## src/design/wre_pkg.sv

```systemverilog
// ----------------------------------------------------------------------------
// wre_pkg
// Shared constants, codes and types for the windowed rate eta estimator.
// ----------------------------------------------------------------------------
package wre_pkg;

    // default sizing
    localparam int DEF_WINDOW   = 30;
    localparam int DEF_CHANNELS = 8;

    // item field widths
    localparam int ACT_W  = 2;
    localparam int CH_W   = 3;
    localparam int RATE_W = 31;
    localparam int REM_W  = 48;
    localparam int ETA_W  = 53;
    localparam int HELD_W = 5;

    // stream bus widths
    localparam int S_TDATA_W = 88;
    localparam int M_TDATA_W = 64;

    // item kinds carried on s_tuser
    typedef enum logic [ACT_W-1:0] {
        ACT_ADD   = 2'd0,
        ACT_CLEAR = 2'd1,
        ACT_QUERY = 2'd2,
        ACT_NOP   = 2'd3
    } action_t;

    // sequencer states
    typedef enum logic [2:0] {
        ST_IDLE,
        ST_META,
        ST_SAMP,
        ST_START,
        ST_DIV,
        ST_DONE
    } state_t;

endpackage

```

## src/design/wre_meta_mem.sv

```systemverilog
// ----------------------------------------------------------------------------
// wre_meta_mem
// Per channel window state {sum, count, slot} in a synchronous memory, with
// one valid bit per channel so reset and clear read back as all zero.
// ----------------------------------------------------------------------------
module wre_meta_mem #(
    parameter int CHANNELS = wre_pkg::DEF_CHANNELS,
    parameter int MTW      = 46,
    parameter int MW       = (CHANNELS > 1) ? $clog2(CHANNELS) : 1
) (
    input  logic           clk,
    input  logic           rst_n,
    input  logic           rd_en,
    input  logic [MW-1:0]  rd_addr,
    output logic [MTW-1:0] rd_data,
    input  logic           wr_en,
    input  logic [MW-1:0]  wr_addr,
    input  logic [MTW-1:0] wr_data,
    input  logic           clr_en,
    input  logic [MW-1:0]  clr_addr
);

    logic [MTW-1:0]      mem [CHANNELS];
    logic [MTW-1:0]      rd_word_reg;
    logic                rd_vld_reg;
    logic [CHANNELS-1:0] vld_reg;
    logic [CHANNELS-1:0] vld_next;

    // valid bits: set by a write, dropped by a clear
    always_comb
    begin
        vld_next = vld_reg;
        if (wr_en)
        begin
            vld_next[wr_addr] = 1'b1;
        end
        if (clr_en)
        begin
            vld_next[clr_addr] = 1'b0;
        end
    end

    always_ff @(posedge clk or negedge rst_n)
    begin
        if (!rst_n)
        begin
            vld_reg    <= '0;
            rd_vld_reg <= 1'b0;
        end
        else
        begin
            vld_reg <= vld_next;
            if (rd_en)
            begin
                rd_vld_reg <= (int'(rd_addr) < CHANNELS) && vld_reg[rd_addr];
            end
        end
    end

    // data array
    always_ff @(posedge clk)
    begin
        if (wr_en)
        begin
            mem[wr_addr] <= wr_data;
        end
        if (rd_en)
        begin
            rd_word_reg <= mem[rd_addr];
        end
    end

    // an entry never written since reset or clear reads as zero
    assign rd_data = rd_vld_reg ? rd_word_reg : '0;

endmodule

```

## config.mk

```make
export PLATFORM = sky130hd
export DESIGN_NAME = wre_meta_mem
export DESIGN_NICKNAME = d
export VERILOG_FILES = /design/src/design/wre_pkg.sv /design/src/design/wre_meta_mem.sv
export SDC_FILE = /design/constraint.sdc
export NUM_CORES = 1
export LEC_CHECK = 0
export BUFFER_PORTS_ARGS = -buffer_cell sky130_fd_sc_hd__buf_2
export CAP_MARGIN = 0
export CORE_MARGIN = 2
export CORE_UTILIZATION = 59
export DETAILED_ROUTE_END_ITERATION = 6
export GPL_TIMING_DRIVEN = 0
export HOLD_SLACK_MARGIN = 0.06
export PLACE_DENSITY_LB_ADDON = 0.08
export SETUP_SLACK_MARGIN = 0.2
export SLEW_MARGIN = 20
export SYNTH_ARGS = -nofsm -noshare
export SYNTH_HDL_FRONTEND = slang
export SYNTH_SLANG_ARGS = --single-unit
```

## constraint.sdc

```tcl
create_clock -name clk -period 1.5 [get_ports clk]
set_input_delay 0.075 -clock clk [delete_from_list [all_inputs] [get_ports clk]]
set_output_delay 0.075 -clock clk [all_outputs]
set_load 0.005 [all_outputs]
```

==> impl_metrics.json <==
{
  "power_frac_seq_pct": 52.2,
  "overflow": 0,
  "synth_nets": 733,
  "worst_pin_slew_ns": 0.997,
  "grt_pass1_wl_mm": 49.2,
  "h-tree-depth": 2,
  "gp_congestion": 0.710,
  "slew_headroom_pct": 33.5,
  "clk_pin_slew_ns": 0.06,
  "synth_top_area_share_pct": 77.9,
  "core_um2": 26700,
  "period_minus_slack_ns": 1.64,
  "die_area_um2": 28400,
  "violations": "setup timing",
  "area_growth_pct": 25.0,
  "power_density_nw_per_um2": 1310,
  "io_pins": 106,
  "start_kind": "flop",
  "multiInputGateArea_um2": 3470,
  "holdWs_ns": 0.127,
  "total_power_mw": 26.2,
  "switching_power_mw": 5.42,
  "ys_warn_count": 0,
  "rsz0062_at_grt": "true",
  "synth.largest_area_cell": "edfxtp_1",
  "min_path_type": "input port to flop",
  "avgRoutedWirePerCell_um": 25.9,
  "root_buffer": "clkbuf_16",
  "die_h_um": 168,
  "drive_gt1_share_pct": 42.1,
  "cts_buffer_depth": 3,
  "final-hold-violation-count": 0,
  "ys_types": 23,
  "drtPass1Iterations": 4,
  "num_antenna_cells": 0,
  "synth_area_um2": 16000,
  "vias": 7600,
  "portBuffers": 102,
  "largest_register_ffs": 368,
  "cp_max_fo": 9,
  "swShare_pct": 20.7,
  "drtAntennaViolNets": 0,
  "drt_iter0_markers": 703,
  "routed_wl_mm": 33.2,
  "endpoint_kind": "output port",
  "grt_pass1_vias": 8179,
  "maxCapViolCount": 0,
  "grt_max_degree": 28,
  "slew_violations": 0,
  "crit_arrival_ns": 1.56,
  "rows": 60,
  "initial_core_util_pct": 59.7,
  "combPwrFrac_pct": 10.7,
  "ir_worst_vdd_uv": 1170,
  "layout_setup_ws_ns": -0.137,
  "cts.sinks": 423,
  "leakage_nw": 6.97,
  "finalSetupViolations": 46,
  "syn_inst": 673,
  "timing.setup.tns_ns": -4.76,
  "dp_hpwl_mm": 19.7,
  "antenna_found_initial": 0,
  "drc": 0,
  "p_int_mw": 20.7,
  "numCtsBuffers": 43,
  "ys_top_cells_by_area": "edfxtp_1, mux4_2, mux2_2",
  "synth.avg_cell_area_um2": 23.7,
  "max_freq_ghz": 0.611,
  "seq_area_um2": 12700,
  "nFillCells": 1498,
  "synth-seq-cells": 423,
  "path_class": "flop to output port",
  "final_common_cell": "edfxtp_1",
  "fin_skew_ns": 0.0122,
  "die_x_um": 168,
  "viasPerCell": 5.92,
  "clk_latency_ns": 0.53,
  "synth-seq-area-share_pct": 79.3,
  "status": "finished with violations",
  "grt_use_total_pct": 23.9,
  "final_nets": 970,
  "layout_common_cells": "edfxtp_1, mux4_2, buf_2, dlygate4sd3_1, clkbuf_16",
  "p_clk_share_pct": 37.2,
  "finalCritPeriodShare_pct": 109,
  "cp.required_ns": 1.42,
  "cts_tree": "done"
}
## critical path: stages (launching register included)
cell and delay [ns]:
dfrtp_1 0.41, clkbuf_16 0.20, clkbuf_16 0.17, and2_4 0.14, buf_6 0.11
## synth_stat cells, drive strengths merged
cell	instances
a2bb2oi	2
a31oi	2
and2	46
and4b	1
buf	19
clkbuf	12
dfrtp	9
edfxtp	414
inv	3
mux2	46
mux2i	5
mux4	93
nand2	3
nand2b	2
nor2	8
nor2b	1
nor3	2
nor4bb	1
o32a	4
## per-layer routing
layer,GRT usage (%),wire length [um]
met5,0,0
met4,6.03,638
met1,32.9,13700
met3,4.19,1870
met2,40.7,17000
## cell families after synthesis
kind of cell | after synthesis | synth area share [%]
AO/OA/AOI/OAI | 8 | 0.439
buffers and inverters | 34 | 1.21
flip-flops | 423 | 79.3
multiplexers | 144 | 16.7
AND/OR/NAND/NOR | 64 | 2.37
## cell type report
type / count / area share, %
flip-flops and latches: 423 / 63.5
multi-input cells: 217 / 17.4
repair buffers: 191 / 8.59
clock buffers: 56 / 5.85
well taps: 341 / 2.14
plain buffers: 31 / 1.90
clock inverters: 22 / 0.577
inverters: 3 / 0.0565
## path summary, 6_finish.rpt
kind / from / to / slack [ns] / depth (start not counted)
setup / recovery: rd_vld_reg / rd_data[15] / -0.14 / 4
hold / removal: wr_addr[0] / mem[4][8] / 0.13 / 2
setup reg to reg: mem[7][17] / rd_word_reg[17] / 0.06 / 2
hold reg to reg: vld_reg[7] / vld_reg[7] / 0.51 / 1
max in group asynchronous: rst_n / vld_reg[2] / 0.64 / 3
min in group asynchronous: rst_n / vld_reg[5] / 0.57 / 3
## power by group through the flow
stage          Sequential, mW  Combinational [mW]  Clock [mW]
3_3_place_gp             13.9                1.88           0
4_1_cts                  13.6                2.74        9.85
5_1_grt                  13.7                2.97        10.4
6_report                 13.6                2.79        9.73
3_5_place_dp             13.9                1.99           0
2_1_floorplan            13.8                1.09           0
## per-stage QoR
stage | worst slack, ns | utilization, % | std cells | instance area [um^2]
final | -0.137 | 74.6 | 1284 | 19900
after global routing | -0.168 | 74.6 | 1284 | 19900
after CTS | -0.142 | 74.4 | 1282 | 19900
after detailed placement | -0.495 | 65.5 | 1141 | 17500
after global placement | -2.44 | 63.9 | 1116 | 17100
after floorplan | -0.636 | - | 673 | 16200
## repair_timing
item	CTS	global route
gates cloned	2	2
hold buffers	56	0
buffers inserted	5	1
pin swaps	3	2
gates resized for setup	115	9
endpoints found under the setup margin	128	108
hold endpoints to repair	409	0
No activity file was read; power rests on OpenSTA's default activity.
