`src/design/wre_pkg.sv`:
```
// ----------------------------------------------------------------------------
// wre_pkg
// Shared constants, codes and types for the windowed rate eta estimator.
// ----------------------------------------------------------------------------
package wre_pkg;

    // default sizing
    localparam int DEF_WINDOW   = 30;
    localparam int DEF_CHANNELS = 8;

    // item field widths
    localparam int ACT_W  = 2;
    localparam int CH_W   = 3;
    localparam int RATE_W = 31;
    localparam int REM_W  = 48;
    localparam int ETA_W  = 53;
    localparam int HELD_W = 5;

    // stream bus widths
    localparam int S_TDATA_W = 88;
    localparam int M_TDATA_W = 64;

    // item kinds carried on s_tuser
    typedef enum logic [ACT_W-1:0] {
        ACT_ADD   = 2'd0,
        ACT_CLEAR = 2'd1,
        ACT_QUERY = 2'd2,
        ACT_NOP   = 2'd3
    } action_t;

    // sequencer states
    typedef enum logic [2:0] {
        ST_IDLE,
        ST_META,
        ST_SAMP,
        ST_START,
        ST_DIV,
        ST_DONE
    } state_t;

endpackage

```
`src/design/wre_divider.sv`:
```
// ----------------------------------------------------------------------------
// wre_divider
// Restoring radix-2 divider, one quotient bit per cycle, done pulse when the
// quotient is complete.
// ----------------------------------------------------------------------------
module wre_divider #(
    parameter int NW = wre_pkg::REM_W + 5,
    parameter int DW = wre_pkg::RATE_W + 5
) (
    input  logic          clk,
    input  logic          rst_n,
    input  logic          start,
    input  logic [NW-1:0] numer,
    input  logic [DW-1:0] denom,
    output logic          done,
    output logic [NW-1:0] quot
);

    localparam int CNTW = $clog2(NW + 1);

    logic            busy_reg, busy_next;
    logic            done_reg, done_next;
    logic [CNTW-1:0] cnt_reg, cnt_next;
    logic [DW-1:0]   rem_reg, rem_next;
    logic [NW-1:0]   quo_reg, quo_next;
    logic [DW-1:0]   dvs_reg, dvs_next;
    logic [DW:0]     trial;
    logic [DW:0]     diff;
    logic            ge;

    // one trial subtraction per step
    assign trial = {rem_reg, quo_reg[NW-1]};
    assign diff  = trial - {1'b0, dvs_reg};
    assign ge    = (trial >= {1'b0, dvs_reg});

    always_comb
    begin
        busy_next = busy_reg;
        done_next = 1'b0;
        cnt_next  = cnt_reg;
        rem_next  = rem_reg;
        quo_next  = quo_reg;
        dvs_next  = dvs_reg;
        if (start)
        begin
            busy_next = 1'b1;
            cnt_next  = CNTW'(NW);
            rem_next  = '0;
            quo_next  = numer;
            dvs_next  = denom;
        end
        else if (busy_reg)
        begin
            rem_next = ge ? diff[DW-1:0] : trial[DW-1:0];
            quo_next = {quo_reg[NW-2:0], ge};
            cnt_next = cnt_reg - CNTW'(1);
            if (cnt_reg == CNTW'(1))
            begin
                busy_next = 1'b0;
                done_next = 1'b1;
            end
        end
    end

    always_ff @(posedge clk or negedge rst_n)
    begin
        if (!rst_n)
        begin
            busy_reg <= 1'b0;
            done_reg <= 1'b0;
            cnt_reg  <= '0;
        end
        else
        begin
            busy_reg <= busy_next;
            done_reg <= done_next;
            cnt_reg  <= cnt_next;
        end
    end

    always_ff @(posedge clk)
    begin
        rem_reg <= rem_next;
        quo_reg <= quo_next;
        dvs_reg <= dvs_next;
    end

    assign done = done_reg;
    assign quot = quo_reg;

endmodule

```
`config.mk`:
```
export PLATFORM = sky130hd
export DESIGN_NAME = wre_divider
export DESIGN_NICKNAME = d
export VERILOG_FILES = /design/src/design/wre_pkg.sv /design/src/design/wre_divider.sv
export SDC_FILE = /design/constraint.sdc
export NUM_CORES = 1
export LEC_CHECK = 0
export ABC_AREA = 1
export BUFFER_PORTS_ARGS = -buffer_cell sky130_fd_sc_hd__buf_2
export CAP_MARGIN = 10
export CORE_ASPECT_RATIO = 0.7
export CORE_MARGIN = 1.5
export CORE_UTILIZATION = 41
export CTS_BUF_LIST = sky130_fd_sc_hd__clkbuf_4
export CTS_CLUSTER_SIZE = 12
export DETAILED_ROUTE_END_ITERATION = 7
export SLEW_MARGIN = 20
export SYNTH_ARGS = -nofsm -noshare
export SYNTH_HDL_FRONTEND = slang
export SYNTH_SLANG_ARGS = --single-unit
```
`constraint.sdc`:
```
create_clock -name clk -period 7.4 [get_ports clk]
set_input_delay 0.37 -clock clk [delete_from_list [all_inputs] [get_ports clk]]
set_output_delay 0.37 -clock clk [all_outputs]
set_load 0.005 [all_outputs]
```
==> reports/results.txt <==
Syn Nets - 1286
H-tree depth - 4
Final Slew Violations - 0
die height - 123 µm
Initial Util - 42.2%
# setup viols final - 0
Layout Nets - 1484
Distinct cells, synth - 40
clock buffer depth - 2
Top FF cell, synth - edfxtp_1
FP Rows - 43
vias in the first global route - 7239
Crit. Startpoint - dvs_reg[7]
sequential area share after synthesis - 42.6%
area delta synth->final - 21.7%
CP Capture Type - register
Remaining DRCs - 0
die width - 174 µm
core area - 20000 µm²
max reg flops - 53
CP Launch Type - register
worst-path maximum fanout - 37
first-pass GRT wire length - 36600 µm
overall routing resource usage - 22.0%
period utilisation layout - 35.2%
Post-synth EDFFs - 89
Area contributors post-synth - edfxtp_1, nand2_1, dfxtp_1
DR WL/cell - 13.9 µm
hold buffers post-CTS - 55
Critical Path AT - 3.12 ns
RSZ-0062 raised after global routing - false
r2r startpoint - dvs_reg[7]
Hold Vio Cnt, Final - 0
total grt overflow - 0
Hold WC Path Type - primary input to register
initial antenna violation count - 0
CTS tree - done
Slew @ Worst Pin - 0.810 ns
Placed Area - 9370 µm²
CTS Buf Count - 17
post-cts resize count - 0
Hold WS - 0.0488 ns
internal power - 1.65 mW
ys async rst share - 6.02%
cell with the most instances after synthesis - nand2_1
Min-Delay Startpoint - numer[32]
Switch Pwr - 1.22 mW
top cells by count, synth - nand2_1, inv_1, nand3_1, edfxtp_1, nor2_1
Cell Area, Synth - 8430 µm²
Switching Fraction - 42.6%
fraction of layout instances using a drive strength above 1 - 16.8%
clock slew at the register clock pins of the worst setup and hold paths - 0.13 ns
Vias/cell - 4.67
final cell area excluding filler cells - 10300 µm²
later-pin clock latency in the skew report - 0.59 ns
Tmin final - 2.60 ns
fmax - 0.384 GHz
maximum vdd ir drop - 0.000187 V
top-area cell type share of the netlist area - 31.7%
gate count after technology mapping - 1155
worst setup margin - 4.80 ns
syn_area_per_cell - 7.30 µm²
Setup WS pre-CTS - 4.43 ns
Port Buffer Count - 145
Worst slew margin - 46.0%
clk_skew - 0.0249 ns
IO Pins - 146
max cap viols - 0
Clk network pwr share - 19.2%
Finished Layout Cells - 1637
WS Path Type - register to register
HPWL Detailed - 16600 µm
Ys Warns - 0
PD cells - 280 nW/µm²
antenna-violating nets left - 0
die area - 21400 µm²
overall power - 2.87 mW
clk root buf - clkbuf_4
WP data required - 7.92 ns
routed vias - 7651
Placed Cells - 1547
Clock Sinks - 133
share of power burned in registers - 34.2%
final core utilization - 51.4%
dominant cell type by area after synthesis - edfxtp_1
Pre-Repair DR Iteration Count - 5
largest net degree at the start of global routing - 95
outcome - completed
WL final - 22700 µm
1st-iter DRT viols - 600
Final Wtd Congestion - 0.960
post-CTS setup buffer count - 0
Yosys reg bits - 133
Leak Pwr - 5.42 nW
Comb pwr share - 46.6%
TNS Setup - 0 ns
-- logic make-up after synthesis --
family,synth area share (%)
AND/OR/NAND/NOR,35.2
buffers and inverters,10.3
flip-flops,42.6
AO/OA/AOI/OAI,3.99
adder cells (fa/ha/maj),5.88
XOR/XNOR,1.97
-- worst paths after layout --
kind / endpoint / slack [ns] / cells after the start
max: rem_reg[25] / 4.80 / 12
min: quot[32] / 0.05 / 3
max reg2reg: rem_reg[25] / 4.80 / 12
min reg2reg: rem_reg[24] / 0.48 / 2
max in group asynchronous: busy_reg / 7.09 / 2
min in group asynchronous: done / 0.14 / 2
-- worst max-delay path, cell delays in order, from the launching register on --
cell and delay [ns]:
edfxtp_1 0.34, inv_1 0.05, ha_1 0.37, nand2_1 0.15, nor2_1 0.19, inv_2 0.07, nor3_1 0.32, nand3_1 0.15
nand3_1 0.11, inv_2 0.29, nand3b_1 0.24, nand3_1 0.15, nand2_1 0.10
-- power by group through the flow --
stage | registers, mW | logic (mW) | clock network (mW)
finish | 0.981 | 1.34 | 0.550
global route | 0.995 | 1.52 | 0.602
CTS | 0.980 | 1.33 | 0.570
detailed placement | 0.993 | 1.30 | 0
global placement | 0.994 | 1.29 | 0
floorplan | 0.983 | 0.989 | 0
-- metal layers --
| metal | up-vias | global-route usage [%] | part of all wire, % |
|---|---|---|---|
| li1 | 4018 | - | - |
| met1 | 3401 | 33.9 | 54 |
| met2 | 226 | 31.2 | 39 |
| met3 | 6 | 5.50 | 7.3 |
| met4 | 0 | 2.80 | 0.31 |
| met5 | - | 0 | 0 |
-- layout make-up --
| class | count | area, µm² |
|---|---|---|
| Tap cell | 270 | 338 |
| Inverter | 190 | 713 |
| Multi-Input combinational cell | 805 | 3970 |
| Timing Repair Buffer | 206 | 1330 |
| Clock buffer | 17 | 128 |
| Antenna cell | 1 | 2.50 |
| Fill cell | 1976 | 9700 |
| Clock inverter | 15 | 190 |
| Sequential cell | 133 | 3590 |
-- placed cells by master, fill, tap and decap left out, types with 16 or more instances in the layout --
cell and count:
xnor2_1 17, clkbuf_4 17, edfxtp_1 89, dlygate4sd3_1 57, dfxtp_1 36, o21ai_1 16, buf_2 144, nand2_1 465
ha_1 38, nor2_1 56, nand3_2 16, nand3_1 95, a21oi_1 24, inv_1 179
No activity file was read; power rests on OpenSTA's default activity.
